**src/rtl/spectral_band_tremor_classifier_defines.svh**
```systemverilog
// Assertion macros shared by the classifier RTL.
`ifndef SPECTRAL_BAND_TREMOR_CLASSIFIER_DEFINES_SVH
`define SPECTRAL_BAND_TREMOR_CLASSIFIER_DEFINES_SVH

// Same-cycle implication, checked on every rising clock edge outside reset.
`define SBTC_ASSERT_IMPL(name, ante, cons, msg) \
   name: assert property (@(posedge clock) disable iff (reset) (ante) |-> (cons)) \
      else $error(msg);

// Next-cycle implication, checked on every rising clock edge outside reset.
`define SBTC_ASSERT_NEXT(name, ante, cons, msg) \
   name: assert property (@(posedge clock) disable iff (reset) (ante) |=> (cons)) \
      else $error(msg);

`endif

```
**src/rtl/sbtc_pkg.sv**
```systemverilog
// Shared constants, types and tables of the spectral band classifier.
package sbtc_pkg;

   localparam int SBTC_BINS        = 32;
   localparam int SBTC_HALF_WINDOW = 2;

   localparam int MAG_W      = 16;
   localparam int BAND_W     = 5;
   localparam int ENERGY_W   = 37;
   localparam int SQ_W       = 32;
   localparam int RATIO_W    = 9;
   localparam int LABEL_W    = 2;
   localparam int INTENS_W   = 9;
   localparam int CSR_IDX_W  = 3;
   localparam int CSR_DATA_W = 37;

   // Reciprocal scaling for the small window divisor.
   localparam int DIV_SHIFT = 20;
   localparam int RECIP_W   = 21;

   // Quotient bits produced by the ratio divider, one per cycle.
   localparam int DIV_STEPS = 9;

   localparam logic [CSR_IDX_W-1:0] CSR_TREMOR_LOW   = 3'd0;
   localparam logic [CSR_IDX_W-1:0] CSR_TREMOR_HIGH  = 3'd1;
   localparam logic [CSR_IDX_W-1:0] CSR_DYSK_LOW     = 3'd2;
   localparam logic [CSR_IDX_W-1:0] CSR_DYSK_HIGH    = 3'd3;
   localparam logic [CSR_IDX_W-1:0] CSR_NOISE_FLOOR  = 3'd4;
   localparam logic [CSR_IDX_W-1:0] CSR_MIN_ENERGY   = 3'd5;
   localparam logic [CSR_IDX_W-1:0] CSR_BOTH_RATIO   = 3'd6;
   localparam logic [CSR_IDX_W-1:0] CSR_SINGLE_RATIO = 3'd7;

   localparam logic [BAND_W-1:0]   RST_TREMOR_LOW   = 5'd10;
   localparam logic [BAND_W-1:0]   RST_TREMOR_HIGH  = 5'd15;
   localparam logic [BAND_W-1:0]   RST_DYSK_LOW     = 5'd16;
   localparam logic [BAND_W-1:0]   RST_DYSK_HIGH    = 5'd21;
   localparam logic [MAG_W-1:0]    RST_NOISE_FLOOR  = 16'd77;
   localparam logic [ENERGY_W-1:0] RST_MIN_ENERGY   = 37'd3276800;
   localparam logic [RATIO_W-1:0]  RST_BOTH_RATIO   = 9'd41;
   localparam logic [RATIO_W-1:0]  RST_SINGLE_RATIO = 9'd84;

   localparam logic [LABEL_W-1:0] LABEL_NORMAL = 2'd0;
   localparam logic [LABEL_W-1:0] LABEL_BOTH   = 2'd1;
   localparam logic [LABEL_W-1:0] LABEL_TREMOR = 2'd2;
   localparam logic [LABEL_W-1:0] LABEL_DYSK   = 2'd3;

   localparam logic [INTENS_W-1:0] NORMAL_INTENSITY = 9'd26;
   localparam logic [INTENS_W-1:0] INTENSITY_CAP    = 9'd307;

   typedef struct packed {
      logic busy;
      logic done;
   } div_stat_type;

   // floor(2^20 / d) for every window size that can occur.
   function automatic logic [RECIP_W-1:0] sbtc_recip(input logic [3:0] d);
      logic [RECIP_W-1:0] r;
      unique case (d)
         4'd1:    r = 21'd1048576;
         4'd2:    r = 21'd524288;
         4'd3:    r = 21'd349525;
         4'd4:    r = 21'd262144;
         4'd5:    r = 21'd209715;
         4'd6:    r = 21'd174762;
         4'd7:    r = 21'd149796;
         4'd8:    r = 21'd131072;
         4'd9:    r = 21'd116508;
         default: r = '0;
      endcase
      return r;
   endfunction

endpackage

```
**src/rtl/sbtc_div.sv**
```systemverilog
// Bit-serial divider forming the Q8 ratio of a band energy to the total energy.
module sbtc_div import sbtc_pkg::*; (
   input  logic                clock,
   input  logic                reset,
   input  logic                start,
   input  logic [ENERGY_W-1:0] band,
   input  logic [ENERGY_W-1:0] total,
   output div_stat_type        stat,
   output logic [RATIO_W-1:0]  quotient
);

   localparam int                STEP_W    = $clog2(DIV_STEPS);
   localparam logic [STEP_W-1:0] STEP_LAST = STEP_W'(DIV_STEPS - 1);

   logic                run_ff;
   logic                done_ff;
   logic [STEP_W-1:0]   step_ff;
   logic [ENERGY_W:0]   rem_ff;
   logic [ENERGY_W-1:0] den_ff;
   logic [RATIO_W-1:0]  q_ff;
   logic                zero_ff;

   logic [ENERGY_W:0]   diff;
   logic                ge;
   logic [ENERGY_W:0]   rem_sel;

   // The band never exceeds the total, so the first step starts from the band itself
   // and the quotient fits in nine bits.
   always_comb begin
      diff    = rem_ff - {1'b0, den_ff};
      ge      = rem_ff >= {1'b0, den_ff};
      rem_sel = ge ? diff : rem_ff;
   end

   always_ff @(posedge clock) begin
      if (reset) begin
         run_ff  <= 1'b0;
         done_ff <= 1'b0;
         step_ff <= '0;
      end else begin
         done_ff <= run_ff && (step_ff == STEP_LAST);
         if (start) begin
            run_ff  <= 1'b1;
            step_ff <= '0;
         end else if (run_ff) begin
            step_ff <= step_ff + 1'b1;
            if (step_ff == STEP_LAST) begin
               run_ff <= 1'b0;
            end
         end
      end
   end

   always_ff @(posedge clock) begin
      if (start) begin
         rem_ff  <= {1'b0, band};
         den_ff  <= total;
         zero_ff <= (total == '0);
      end else if (run_ff) begin
         rem_ff <= {rem_sel[ENERGY_W-1:0], 1'b0};
         q_ff   <= {q_ff[RATIO_W-2:0], ge};
      end
   end

   assign stat.busy = run_ff;
   assign stat.done = done_ff;
   assign quotient  = zero_ff ? '0 : q_ff;

endmodule

```
**src/rtl/spectral_band_tremor_classifier.sv**
```systemverilog
// Spectral band classifier: stores a frame of bins and labels it by band energy ratios.
//
// Requests: one bin magnitude (unsigned Q8.8) per request, taken at a rising edge with
// start high and busy low. Bins of a frame arrive in index order, one per cycle at most.
// After the BINS-th bin, busy rises while the frame is classified, and exactly one
// response (label and Q8 intensity) is shown on the rsp_ ports for a single cycle,
// marked by rsp_valid. The receiver cannot stall; the response is simply presented.
// From the last bin to the response, the frame takes one pass over the bin memory
// through its single read port (one bin per cycle), a five-stage smoothing and
// squaring pipeline to drain, and two runs of the shared nine-step ratio divider.
// Busy falls in the cycle the response appears, so the next frame may start at once.
// Configuration registers are written over the csr_ channel, which is always ready,
// and must only be written while the block is idle.
// Reset clears the bin count, the band energies and the registers to their defaults;
// the bin memory itself is not cleared, as every frame rewrites it before reading.
`include "spectral_band_tremor_classifier_defines.svh"

module spectral_band_tremor_classifier import sbtc_pkg::*; #(
   parameter int BINS        = SBTC_BINS,
   parameter int HALF_WINDOW = SBTC_HALF_WINDOW
) (
   input  logic                  clock,
   input  logic                  reset,
   input  logic                  start,
   output logic                  busy,
   input  logic [MAG_W-1:0]      req_bin_magnitude,
   output logic                  rsp_valid,
   output logic [LABEL_W-1:0]    rsp_label,
   output logic [INTENS_W-1:0]   rsp_intensity,
   input  logic                  csr_valid,
   output logic                  csr_ready,
   input  logic [CSR_IDX_W-1:0]  csr_index,
   input  logic [CSR_DATA_W-1:0] csr_wdata
);

   localparam int IDX_W  = $clog2(BINS);
   localparam int WALK_W = $clog2(BINS + HALF_WINDOW);
   localparam int WIN    = 2 * HALF_WINDOW + 1;
   localparam int CNT_W  = $clog2(WIN + 1);
   localparam int SUM_W  = MAG_W + $clog2(WIN);
   localparam int CMP_W  = (IDX_W > BAND_W) ? IDX_W : BAND_W;
   localparam int PROD_W = SUM_W + RECIP_W;

   localparam logic [IDX_W-1:0]  BIN_LAST  = IDX_W'(BINS - 1);
   localparam logic [WALK_W-1:0] BIN_END   = WALK_W'(BINS);
   localparam logic [WALK_W-1:0] WALK_LAST = WALK_W'(BINS + HALF_WINDOW - 1);
   localparam logic [WALK_W-1:0] FIRST_CTR = WALK_W'(HALF_WINDOW + 1);
   localparam logic [WALK_W-1:0] HALF_OFS  = WALK_W'(HALF_WINDOW);

   typedef enum logic [4:0] {
      ST_LOAD   = 5'b00001,
      ST_WALK   = 5'b00010,
      ST_DRAIN  = 5'b00100,
      ST_DIV_TR = 5'b01000,
      ST_DIV_DY = 5'b10000
   } state_type;

   function automatic logic [ENERGY_W-1:0] sat_add(input logic [ENERGY_W-1:0] a,
                                                   input logic [SQ_W-1:0]     b);
      logic [ENERGY_W:0] s;
      s = {1'b0, a} + (ENERGY_W + 1)'(b);
      return s[ENERGY_W] ? '1 : s[ENERGY_W-1:0];
   endfunction

   // Configuration registers.
   logic [BAND_W-1:0]   tremor_low_ff, tremor_high_ff, dysk_low_ff, dysk_high_ff;
   logic [MAG_W-1:0]    noise_floor_ff;
   logic [ENERGY_W-1:0] min_energy_ff;
   logic [RATIO_W-1:0]  both_ratio_ff, single_ratio_ff;

   // Control.
   state_type           state_ff, state_in;
   logic [IDX_W-1:0]    bin_count_ff, bin_count_in;
   logic [WALK_W-1:0]   rd_cnt_ff, rd_cnt_in;
   logic                req_accept;
   logic                walk_init;
   logic                pipe_busy;

   // Bin memory.
   logic [MAG_W-1:0]    bin_mem [BINS];
   logic [MAG_W-1:0]    rd_data_ff;
   logic                rd_real;
   logic [IDX_W-1:0]    rd_addr;

   // Window and pipeline.
   logic                feed_ff, feed_real_ff, feed_emit_ff;
   logic [IDX_W-1:0]    feed_idx_ff;
   logic [MAG_W-1:0]    win_ff [WIN];
   logic [WIN-1:0]      win_v_ff;
   logic [SUM_W-1:0]    sum_ff, sum_in;
   logic [CNT_W-1:0]    cnt_ff, cnt_in;
   logic                s1_v_ff;
   logic [IDX_W-1:0]    s1_idx_ff;
   logic                s2_v_ff;
   logic [PROD_W-1:0]   s2_prod_ff;
   logic [SUM_W-1:0]    s2_sum_ff;
   logic [CNT_W-1:0]    s2_cnt_ff;
   logic [IDX_W-1:0]    s2_idx_ff;
   logic [MAG_W-1:0]    s2_q0;
   logic [SUM_W-1:0]    s2_qd;
   logic [SUM_W-1:0]    s2_rem;
   logic [MAG_W-1:0]    s2_mag;
   logic                s3_v_ff;
   logic [MAG_W-1:0]    s3_mag_ff;
   logic [IDX_W-1:0]    s3_idx_ff;
   logic                s3_keep;
   logic                s4_v_ff;
   logic [SQ_W-1:0]     s4_energy_ff;
   logic [IDX_W-1:0]    s4_idx_ff;
   logic [CMP_W-1:0]    s4_idx_c;
   logic                s4_in_tr, s4_in_dy;

   // Energies, ratios and response.
   logic [ENERGY_W-1:0] total_energy_ff, tremor_energy_ff, dysk_energy_ff;
   logic                div_start;
   logic [ENERGY_W-1:0] div_band;
   div_stat_type        div_stat;
   logic [RATIO_W-1:0]  div_q;
   logic [RATIO_W-1:0]  tr_ratio_ff, tr_ratio_in;
   logic                rsp_valid_ff, rsp_valid_in;
   logic [LABEL_W-1:0]  rsp_label_ff, label_in;
   logic [INTENS_W-1:0] rsp_intensity_ff, inten_in;
   logic [RATIO_W-1:0]  inten_raw;

   assign busy       = (state_ff != ST_LOAD);
   assign req_accept = start && !busy;
   assign csr_ready  = 1'b1;

   always_ff @(posedge clock) begin
      if (reset) begin
         tremor_low_ff   <= RST_TREMOR_LOW;
         tremor_high_ff  <= RST_TREMOR_HIGH;
         dysk_low_ff     <= RST_DYSK_LOW;
         dysk_high_ff    <= RST_DYSK_HIGH;
         noise_floor_ff  <= RST_NOISE_FLOOR;
         min_energy_ff   <= RST_MIN_ENERGY;
         both_ratio_ff   <= RST_BOTH_RATIO;
         single_ratio_ff <= RST_SINGLE_RATIO;
      end else if (csr_valid && csr_ready) begin
         unique case (csr_index)
            CSR_TREMOR_LOW:   tremor_low_ff   <= csr_wdata[BAND_W-1:0];
            CSR_TREMOR_HIGH:  tremor_high_ff  <= csr_wdata[BAND_W-1:0];
            CSR_DYSK_LOW:     dysk_low_ff     <= csr_wdata[BAND_W-1:0];
            CSR_DYSK_HIGH:    dysk_high_ff    <= csr_wdata[BAND_W-1:0];
            CSR_NOISE_FLOOR:  noise_floor_ff  <= csr_wdata[MAG_W-1:0];
            CSR_MIN_ENERGY:   min_energy_ff   <= csr_wdata[ENERGY_W-1:0];
            CSR_BOTH_RATIO:   both_ratio_ff   <= csr_wdata[RATIO_W-1:0];
            CSR_SINGLE_RATIO: single_ratio_ff <= csr_wdata[RATIO_W-1:0];
            default: ;
         endcase
      end
   end

   always_comb begin
      state_in     = state_ff;
      bin_count_in = bin_count_ff;
      rd_cnt_in    = rd_cnt_ff;
      walk_init    = 1'b0;
      div_start    = 1'b0;
      div_band     = tremor_energy_ff;
      tr_ratio_in  = tr_ratio_ff;
      rsp_valid_in = 1'b0;
      unique case (state_ff)
         ST_LOAD: begin
            if (req_accept) begin
               if (bin_count_ff == BIN_LAST) begin
                  bin_count_in = '0;
                  rd_cnt_in    = '0;
                  walk_init    = 1'b1;
                  state_in     = ST_WALK;
               end else begin
                  bin_count_in = bin_count_ff + 1'b1;
               end
            end
         end
         ST_WALK: begin
            rd_cnt_in = rd_cnt_ff + 1'b1;
            if (rd_cnt_ff == WALK_LAST) begin
               state_in = ST_DRAIN;
            end
         end
         ST_DRAIN: begin
            if (!pipe_busy) begin
               div_start = 1'b1;
               state_in  = ST_DIV_TR;
            end
         end
         ST_DIV_TR: begin
            if (div_stat.done) begin
               tr_ratio_in = div_q;
               div_start   = 1'b1;
               div_band    = dysk_energy_ff;
               state_in    = ST_DIV_DY;
            end
         end
         ST_DIV_DY: begin
            if (div_stat.done) begin
               rsp_valid_in = 1'b1;
               state_in     = ST_LOAD;
            end
         end
         default: state_in = ST_LOAD;
      endcase
   end

   always_ff @(posedge clock) begin
      if (reset) begin
         state_ff     <= ST_LOAD;
         bin_count_ff <= '0;
         rd_cnt_ff    <= '0;
         rsp_valid_ff <= 1'b0;
      end else begin
         state_ff     <= state_in;
         bin_count_ff <= bin_count_in;
         rd_cnt_ff    <= rd_cnt_in;
         rsp_valid_ff <= rsp_valid_in;
      end
   end

   // Past the last bin the walk feeds empty slots to flush the window.
   assign rd_real = (rd_cnt_ff < BIN_END);
   assign rd_addr = rd_real ? rd_cnt_ff[IDX_W-1:0] : '0;

   always_ff @(posedge clock) begin
      if (req_accept) begin
         bin_mem[bin_count_ff] <= req_bin_magnitude;
      end
      rd_data_ff <= bin_mem[rd_addr];
   end

   always_ff @(posedge clock) begin
      if (reset) begin
         feed_ff <= 1'b0;
      end else begin
         feed_ff <= (state_ff == ST_WALK);
      end
      feed_real_ff <= rd_real;
      feed_emit_ff <= (rd_cnt_ff >= FIRST_CTR);
      feed_idx_ff  <= IDX_W'(rd_cnt_ff - HALF_OFS);
   end

   // Running window sum: add the entering bin, drop the one leaving.
   always_comb begin
      sum_in = sum_ff + (feed_real_ff ? SUM_W'(rd_data_ff) : '0)
               - (win_v_ff[WIN-1] ? SUM_W'(win_ff[WIN-1]) : '0);
      cnt_in = cnt_ff + CNT_W'(feed_real_ff) - CNT_W'(win_v_ff[WIN-1]);
   end

   always_ff @(posedge clock) begin
      if (reset || walk_init) begin
         win_v_ff <= '0;
         sum_ff   <= '0;
         cnt_ff   <= '0;
      end else if (feed_ff) begin
         win_v_ff <= {win_v_ff[WIN-2:0], feed_real_ff};
         sum_ff   <= sum_in;
         cnt_ff   <= cnt_in;
      end
   end

   always_ff @(posedge clock) begin
      if (feed_ff) begin
         win_ff[0] <= rd_data_ff;
         for (int k = 1; k < WIN; k++) begin
            win_ff[k] <= win_ff[k-1];
         end
      end
   end

   // Division by the neighbour count: reciprocal estimate, then one correction step.
   always_comb begin
      s2_q0  = s2_prod_ff[DIV_SHIFT +: MAG_W];
      s2_qd  = SUM_W'(SUM_W'(s2_q0) * SUM_W'(s2_cnt_ff));
      s2_rem = s2_sum_ff - s2_qd;
      s2_mag = s2_q0 + MAG_W'(s2_rem >= SUM_W'(s2_cnt_ff));
   end

   assign s3_keep = (s3_mag_ff >= noise_floor_ff);

   always_ff @(posedge clock) begin
      if (reset) begin
         s1_v_ff <= 1'b0;
         s2_v_ff <= 1'b0;
         s3_v_ff <= 1'b0;
         s4_v_ff <= 1'b0;
      end else begin
         s1_v_ff <= feed_ff && feed_emit_ff;
         s2_v_ff <= s1_v_ff;
         s3_v_ff <= s2_v_ff;
         s4_v_ff <= s3_v_ff && s3_keep;
      end
      s1_idx_ff    <= feed_idx_ff;
      s2_prod_ff   <= PROD_W'(PROD_W'(sum_ff) * PROD_W'(sbtc_recip(4'(cnt_ff))));
      s2_sum_ff    <= sum_ff;
      s2_cnt_ff    <= cnt_ff;
      s2_idx_ff    <= s1_idx_ff;
      s3_mag_ff    <= s2_mag;
      s3_idx_ff    <= s2_idx_ff;
      s4_energy_ff <= SQ_W'(s3_mag_ff) * SQ_W'(s3_mag_ff);
      s4_idx_ff    <= s3_idx_ff;
   end

   assign pipe_busy = feed_ff | s1_v_ff | s2_v_ff | s3_v_ff | s4_v_ff;

   // A bin inside both bands is counted as tremor only.
   always_comb begin
      s4_idx_c = CMP_W'(s4_idx_ff);
      s4_in_tr = (s4_idx_c >= CMP_W'(tremor_low_ff)) && (s4_idx_c <= CMP_W'(tremor_high_ff));
      s4_in_dy = (s4_idx_c >= CMP_W'(dysk_low_ff)) && (s4_idx_c <= CMP_W'(dysk_high_ff));
   end

   always_ff @(posedge clock) begin
      if (reset || walk_init) begin
         total_energy_ff  <= '0;
         tremor_energy_ff <= '0;
         dysk_energy_ff   <= '0;
      end else if (s4_v_ff) begin
         total_energy_ff <= sat_add(total_energy_ff, s4_energy_ff);
         if (s4_in_tr) begin
            tremor_energy_ff <= sat_add(tremor_energy_ff, s4_energy_ff);
         end else if (s4_in_dy) begin
            dysk_energy_ff <= sat_add(dysk_energy_ff, s4_energy_ff);
         end
      end
   end

   sbtc_div u_div (
      .clock    (clock),
      .reset    (reset),
      .start    (div_start),
      .band     (div_band),
      .total    (total_energy_ff),
      .stat     (div_stat),
      .quotient (div_q)
   );

   // The dyskinesia ratio is taken straight from the divider in its done cycle.
   always_comb begin
      label_in  = LABEL_NORMAL;
      inten_raw = RATIO_W'(NORMAL_INTENSITY);
      if (total_energy_ff < min_energy_ff) begin
         label_in  = LABEL_NORMAL;
         inten_raw = RATIO_W'(NORMAL_INTENSITY);
      end else if ((tr_ratio_ff >= both_ratio_ff) && (div_q >= both_ratio_ff)) begin
         label_in  = LABEL_BOTH;
         inten_raw = (tr_ratio_ff > div_q) ? tr_ratio_ff : div_q;
      end else if (tr_ratio_ff >= single_ratio_ff) begin
         label_in  = LABEL_TREMOR;
         inten_raw = tr_ratio_ff;
      end else if (div_q >= single_ratio_ff) begin
         label_in  = LABEL_DYSK;
         inten_raw = div_q;
      end
      inten_in = (INTENS_W'(inten_raw) > INTENSITY_CAP) ? INTENSITY_CAP : INTENS_W'(inten_raw);
   end

   always_ff @(posedge clock) begin
      tr_ratio_ff <= tr_ratio_in;
      if (rsp_valid_in) begin
         rsp_label_ff     <= label_in;
         rsp_intensity_ff <= inten_in;
      end
   end

   assign rsp_valid     = rsp_valid_ff;
   assign rsp_label     = rsp_label_ff;
   assign rsp_intensity = rsp_intensity_ff;

   `SBTC_ASSERT_NEXT(a_rsp_single, rsp_valid, !rsp_valid, "response strobe held twice")
   `SBTC_ASSERT_IMPL(a_div_idle, state_ff == ST_LOAD, !div_stat.busy, "divider busy in load")
   `SBTC_ASSERT_IMPL(a_acc_walk, s4_v_ff, state_ff == ST_WALK || state_ff == ST_DRAIN, "late energy")
   `SBTC_ASSERT_NEXT(a_frame_end, req_accept && bin_count_ff == BIN_LAST, state_ff == ST_WALK, "no walk")

endmodule
```
**config.mk**
```make
export PLATFORM = sky130hd
export DESIGN_NAME = spectral_band_tremor_classifier
export DESIGN_NICKNAME = d
export VERILOG_FILES = /design/src/rtl/sbtc_pkg.sv /design/src/rtl/sbtc_div.sv /design/src/rtl/spectral_band_tremor_classifier.sv
export VERILOG_INCLUDE_DIRS = /design/src /design/src/rtl
export SDC_FILE = /design/constraint.sdc
export NUM_CORES = 2
export LEC_CHECK = 0
export ABC_AREA = 1
export BUFFER_PORTS_ARGS = -buffer_cell sky130_fd_sc_hd__buf_2
export CAP_MARGIN = 10
export CORE_UTILIZATION = 54
export DETAILED_ROUTE_END_ITERATION = 6
export PLACE_DENSITY = 0.7
export SYNTH_ARGS = -nofsm -noshare
export SYNTH_HDL_FRONTEND = slang
export SYNTH_HIERARCHICAL = 1
export SYNTH_SLANG_ARGS = --single-unit
```
**constraint.sdc**
```tcl
create_clock -name clock -period 11.1 [get_ports clock]
set_input_delay 1.665 -clock clock [delete_from_list [all_inputs] [get_ports clock]]
set_output_delay 1.665 -clock clock [all_outputs]
set_load 0.01 [all_outputs]
```
# Word level (Yosys, flattened, before mapping)
# Memories as Yosys holds them, arrays and structs flattened. A register that Yosys moved wholly into a read port is not among the register bits.
# Index checks and enable logic that the tools add are counted.
[op_classes] n_reduce_logical=30 mul=3 magnitude_cmp=16 muxes=46 n_bitwise=6 addsub=14 eq_ne=29
[ops] cell="2-to-1 mux 37 bit" count=8
[ops] cell="case mux 21 bit (7 select lines)" count=1
[ops] cell="adder 37 x 32 -> 38 bit" count=3
[ops] cell="2-to-1 mux 9 bit" count=6
[ops] cell="2-to-1 mux 5 bit" count=8
[ops] cell="greater-or-equal comparator 38 x 37 -> 1 bit" count=1
[ops] cell="logical NOT 37 bit" count=1
[ops] cell="less-than comparator 37 bit" count=1
[ops] cell="subtractor 37 bit" count=1
[ops] cell="greater-or-equal comparator 9 bit" count=4
[ops] cell="multiplier 19 x 21 -> 36 bit" count=1
[ops] cell="multiplier 16 x 16 -> 32 bit" count=1
[ops] cell="2-to-1 mux 16 bit" count=2
[ops] cell="case mux 5 bit (5 select lines)" count=1
[ops] cell="== test 3 bit, second input constant" count=8
[ops] cell="AND reduction 2 bit" count=12
[ops] cell="adder 19 x 16 -> 19 bit" count=1
[ops] cell="greater-or-equal comparator 19 x 3 -> 1 bit" count=1
[ops] cell="multiplier 16 x 3 -> 19 bit" count=1
[ops] cell="subtractor 19 x 16 -> 19 bit" count=1
[ops] cell="subtractor 19 bit" count=1
[ops] cell="adder 16 x 1 -> 16 bit" count=1
[ops] cell="greater-or-equal comparator 16 bit" count=1
[ops] cell="2-to-1 mux 1 bit" count=14
[ops] cell="38 further kinds" count=64
[totals] ram_bits=592 register_bits=495 memories=2 input_bits=60 wordCells=193
[mem_list] memory="bin_mem" depth=32 word_bits=16 read_ports=1 rd_clocked_by_memory_dff=1 write_ports=1 line="spectral_band_tremor_classifier.sv:80" rtl="logic [MAG_W-1:0] bin_mem [BINS];"
[mem_list] memory="win_ff" depth=5 word_bits=16 read_ports=5 rd_clocked_by_memory_dff=0 write_ports=5 line="spectral_band_tremor_classifier.sv:88" rtl="logic [MAG_W-1:0] win_ff [WIN];"

# Logic depth before layout (Yosys ltp)
[depth] depth_word=8 ltp_mapped=31 depth_no_buf=31

# By module
# Netlist, hierarchy kept.
[by_module_without_submodules] module="spectral_band_tremor_classifier" instances=1 area_each_um2=67307.1 cells_each=7561 seq_area_each_um2=25964.9
[by_module_without_submodules] module="sbtc_div" instances=1 area_each_um2=7071.8 cells_each=1014 seq_area_each_um2=2662.6

# Worst setup path before layout
# Ideal clock, no wire load.
[synth_timing] path_kind="reg-to-reg" from="register feed_ff" to="register u_div.rem_ff[0], enable pin" n_path_buf=2 required_time_ns=10.708 arrival_time_ns=5.947 setup_slack_ns=4.761 path_stages_with_launch=8 synth_period_minus_slack_ns=6.339 setup_ns=0.392 cell_sequence="dfxtp_1 -> clkbuf_1 -> inv_1 -> nand3_1 -> o21ai_0 -> clkbuf_1 -> nor2_1 -> inv_1"
[synth_via] elab_chain_cells=7
[synth_rtl] item="start: declaration" line="spectral_band_tremor_classifier.sv:86" rtl="logic feed_ff, feed_real_ff, feed_emit_ff;"
[synth_rtl] item="start signal: assignment" line="spectral_band_tremor_classifier.sv:235" rtl="feed_ff <= (state_ff == ST_WALK);"
[synth_rtl] item="OR 1 bit (4 in a row)" line="spectral_band_tremor_classifier.sv:303" rtl="assign pipe_busy = feed_ff | s1_v_ff | s2_v_ff | s3_v_ff | s4_v_ff;"
[synth_rtl] item="2-to-1 mux 1 bit" line="spectral_band_tremor_classifier.sv:183" rtl="if (!pipe_busy) begin"
[synth_rtl] item="case mux 1 bit (2 select lines)" line="spectral_band_tremor_classifier.sv:163" rtl="unique case (state_ff)"
[synth_rtl] item="net div_start" line="spectral_band_tremor_classifier.sv:115" rtl="logic div_start;"
[synth_rtl] item="nonzero test 2 bit (no source line)"
[synth_rtl] item="end signal: assignment" line="sbtc_div.sv:56" rtl="rem_ff <= {1'b0, band};"
[synth_rtl] item="end signal: assignment" line="sbtc_div.sv:60" rtl="rem_ff <= {rem_sel[ENERGY_W-1:0], 1'b0};"
[synth_rtl] item="end: declaration" line="sbtc_div.sv:18" rtl="logic [ENERGY_W:0] rem_ff;"
# The timed path passes the listed nets, and every way through them passes these cells.
# A chain may end at the register's enable or synchronous reset.

# Worst setup path in the final report
[layout_timing] from="register cnt_ff[2]" to="register s2_prod_ff[28]"
[layout_via] elab_chain_cells=3 word_cells_on_any_way=9 classes_between="mul (1); eq/ne (7); mux (1)"
[layout_rtl] item="start: declaration" line="spectral_band_tremor_classifier.sv:91" rtl="logic [CNT_W-1:0] cnt_ff, cnt_in;"
[layout_rtl] item="start signal: assignment" line="spectral_band_tremor_classifier.sv:257" rtl="cnt_ff <= cnt_in;"
[layout_rtl] item="== test 3 bit (tied with other cells)" line="sbtc_pkg.sv:58" rtl="unique case (d)"
[layout_rtl] item="case mux 21 bit (7 select lines) *" line="sbtc_pkg.sv:58"
[layout_rtl] item="multiplier 19 x 21 -> 36 bit *" line="spectral_band_tremor_classifier.sv:293" rtl="s2_prod_ff <= PROD_W'(PROD_W'(sum_ff) * PROD_W'(sbtc_recip(4'(cnt_ff))));"
[layout_rtl] item="end signal: assignment" line="spectral_band_tremor_classifier.sv:293"
[layout_rtl] item="end: declaration" line="spectral_band_tremor_classifier.sv:95" rtl="logic [PROD_W-1:0] s2_prod_ff;"
# Mark *: on every way between the ends. The rest lies on a longest branch, timed or not.

==> summary.md <==
| Metric | Value |
|---|---|
| Hpwl dp | `around 160000 um` |
| Multi-input gate area | `38600 sq um` |
| Instance area at placement | `76600 sq um` |
| Layer with the highest usage | `met2` |
| H-tree lvl count | `3` |
| Worst reg-to-reg setup slack | `3.06 ns` |
| Core Area | `~140000 sq um` |
| Post-CTS Resized | `0` |
| Pins over their slew limit | `0` |
| Reg clk slew, reported paths | `around 0.060 ns` |
| Power per Cell Area | `around 110 nW/um^2` |
| Final Hold Viols | `0` |
| Starting density of the core | `0.547` |
| Crit Path Category | `reg2reg` |
| Crit share post-route | `0.724` |
| Hold path depth | `0` |
| DRC | `1` |
| Buffer and inverter count on the worst path | `7` |
| Crit start category | `register` |
| Max_cap viols | `0` |
| Die Ht | `373 um` |
| CTS tree | `built` |
| CP max FO | `15` |
| Register-to-Register Path Depth | `27` |
| Worst Hold Path EP | `s4_idx_c[2]` |
| Site row count | `135` |
| First-pass DRT Iterations | `7` |
| HP Start | `s3_idx_ff[2]` |
| Fill cells | `between 10000 and 15000` |
| Mean post-synth cell area | `8.67 sq um` |
| Vias per cell | `5.54` |
| Most frequent cells in the layout | `inv_1, nand2_1, nor2_1` |
| Fin nets | `between 9000 and 10000` |
| Most common library cell in the layout ignoring fill and taps | `inv_1` |
| RSZ-0062 raised after global routing | `false` |
| DRT iter0 DRCs | `roughly 4700` |
| First-pass GRT wire length | `336000 um` |
| Area delta synth->final | `8.25%` |
| Worst setup slack after placement | `3.33 ns` |
| Clock skew | `approximately 0.1 ns` |
| Longest Clk Path Bufs | `3` |
| R2r startpoint | `cnt_ff[2]` |
| M1 GR Usage | `0.399` |
| Avg WL per Cell | `20.9 um` |
| Worst hold-check path type | `reg2reg` |
| Tot GR Track Use | `0.314` |
| IO Port Bufs | `72` |
| Worst Path Arrival | `8.64 ns` |
| Post-Layout Inst Area | `80500 sq um` |
| Initial antenna violation count | `5` |
| Layout cells sized above 1 | `0.0482` |
| Routed Antenna Nets | `0` |
| CP delay by family, top | `adder cells` |
| Die Wd | `373 um` |
| Min Tclk post-route | `8.04 ns` |
| Maximum vdd drop | `148 uV` |
| CP Data Required Time | `11.71 ns` |
| Failing checks | `DRC` |
| Synth Cell Area | `74400 sq um` |
| Clk sink count | `1082` |
| Slowest stage cell, crit path | `nor2_2` |
| Worst Setup End Kind | `register` |
| Global Route met2 Usage | `0.527` |
| Slew headroom | `0.153` |
| Via count | `58000` |
| Syn Nets | `a little under 10000` |
| Worst setup margin | `3.06 ns` |
| Cells after Synth | `8574` |
| Hold_buf cts | `0` |
| Total Routed Length | `219000 um` |
| FMAX | `124 MHz` |
| Die area | `139000 sq um` |
| Ports | `74` |
| CTS Root Cell | `clkbuf_16` |
| Worst-margin pin slew | `around 1.3 ns` |
| Leakage Power | `36.9 nW` |
| Postcts setup bufs | `0` |
| Clock Latency Late Sink | `a little over 0.8 ns` |
| Vias in the first global route | `just under 60000` |
| Crit-path max cell delay | `0.75 ns` |
| Largest net degree at the start of global routing | `slightly above 200` |
| Warnings from Yosys | `6` |
| Critical R2R Capture | `s2_prod_ff[28]` |
| Met3 GRT Util | `0.0417` |
| Global route overflow | `0` |
| Setup TNS | `0 ns` |
| Num CTS Buffers | `roughly 120` |
| Final Setup Violations | `0` |
| Outcome | `finished, violations left` |
| Final GP Congestion | `0.980` |
| Reg area | `28600 sq um` |
==> per-layer routing <==
layer  wire (um)  share of wire  vias up
met4       12100          0.055        2
met1       89600           0.41    27900
met5          13       0.000059        -
met3       13800          0.063      467
met2      103000           0.47     1851
li1            -              -    27800
==> worst max path at each step <==
stage / startpoint / endpoint / slack (ns) / depth (start not counted)
after floorplan: feed_ff / u_div/rem_ff[0] / 4.76 / 7
after global placement: cnt_ff[2] / s2_prod_ff[28] / 3.50 / 27
after detailed placement: cnt_ff[2] / s2_prod_ff[28] / 3.33 / 27
after CTS: cnt_ff[2] / s2_prod_ff[28] / 3.22 / 27
after global routing: cnt_ff[2] / s2_prod_ff[28] / 2.71 / 27
final: cnt_ff[2] / s2_prod_ff[28] / 3.06 / 27
==> cell type report <==
| type | instances | area share |
|---|---|---|
| flip-flops and latches | 1082 | 0.356 |
| well taps | 1781 | 0.0277 |
| clock inverters | 52 | 0.00835 |
| clock buffers | 164 | 0.0403 |
| diodes | 6 | 0.000186 |
| inverters | 1626 | 0.0759 |
| multi-input cells | 5609 | 0.480 |
| repair buffers | 152 | 0.0122 |
==> power by group <==
group          internal, mW  total [mW]  switching, mW
clock network          2.26        3.95           1.69
logic                 0.179       0.569          0.390
registers              4.35        4.39         0.0417
==> through the flow <==
stage / power [mW] / hold WS [ns] / utilization / std cells
floorplan: 4.82 / 0.310 / - / 8574
global placement: 5.02 / 0.310 / 0.563 / 10300
detailed placement: 5.04 / 0.312 / 0.563 / 10300
CTS: 8.98 / 0.324 / 0.592 / 10500
global route: 9.19 / 0.330 / 0.592 / 10500
finish: 8.91 / 0.321 / 0.592 / 10500
==> flip-flops by register name, indices dropped and copies added (netlist names), 6 cells and up <==
signal            cells
u_div/rem_ff         38
u_div/q_ff            9
dysk_energy_ff       37
rsp_intensity         9
min_energy_ff        37
both_ratio_ff         9
tremor_energy_ff     37
u_div/den_ff         37
bin_mem             512
win_ff               80
s4_energy_ff         31
s2_prod_ff           16
sum_ff               19
tr_ratio_ff           9
s3_mag_ff            16
s2_sum_ff            19
noise_floor_ff       16
single_ratio_ff       9
rd_cnt_ff             6
rd_data_ff           16
total_energy_ff      37
==> worst reg2reg max path, stage by stage, from the launching register on <==
cell	delay [ns]
dfxtp_1	0.51
nand2_1	0.57
inv_2	0.31
nor2_2	0.76
o21ai_2	0.28
inv_1	0.44
nand2_1	0.15
fa_1	0.52
inv_1	0.05
fa_1	0.54
inv_1	0.05
fa_1	0.49
inv_1	0.05
fa_1	0.50
fa_1	0.50
inv_1	0.05
fa_1	0.48
inv_1	0.04
ha_1	0.35
a21oi_1	0.23
o21ai_0	0.13
a21oi_1	0.25
o21ai_0	0.14
a21o_1	0.22
nand2_1	0.09
nand2_1	0.05
nand2_1	0.05
nand2_1	0.04
No activity file was read; power rests on OpenSTA's default activity.
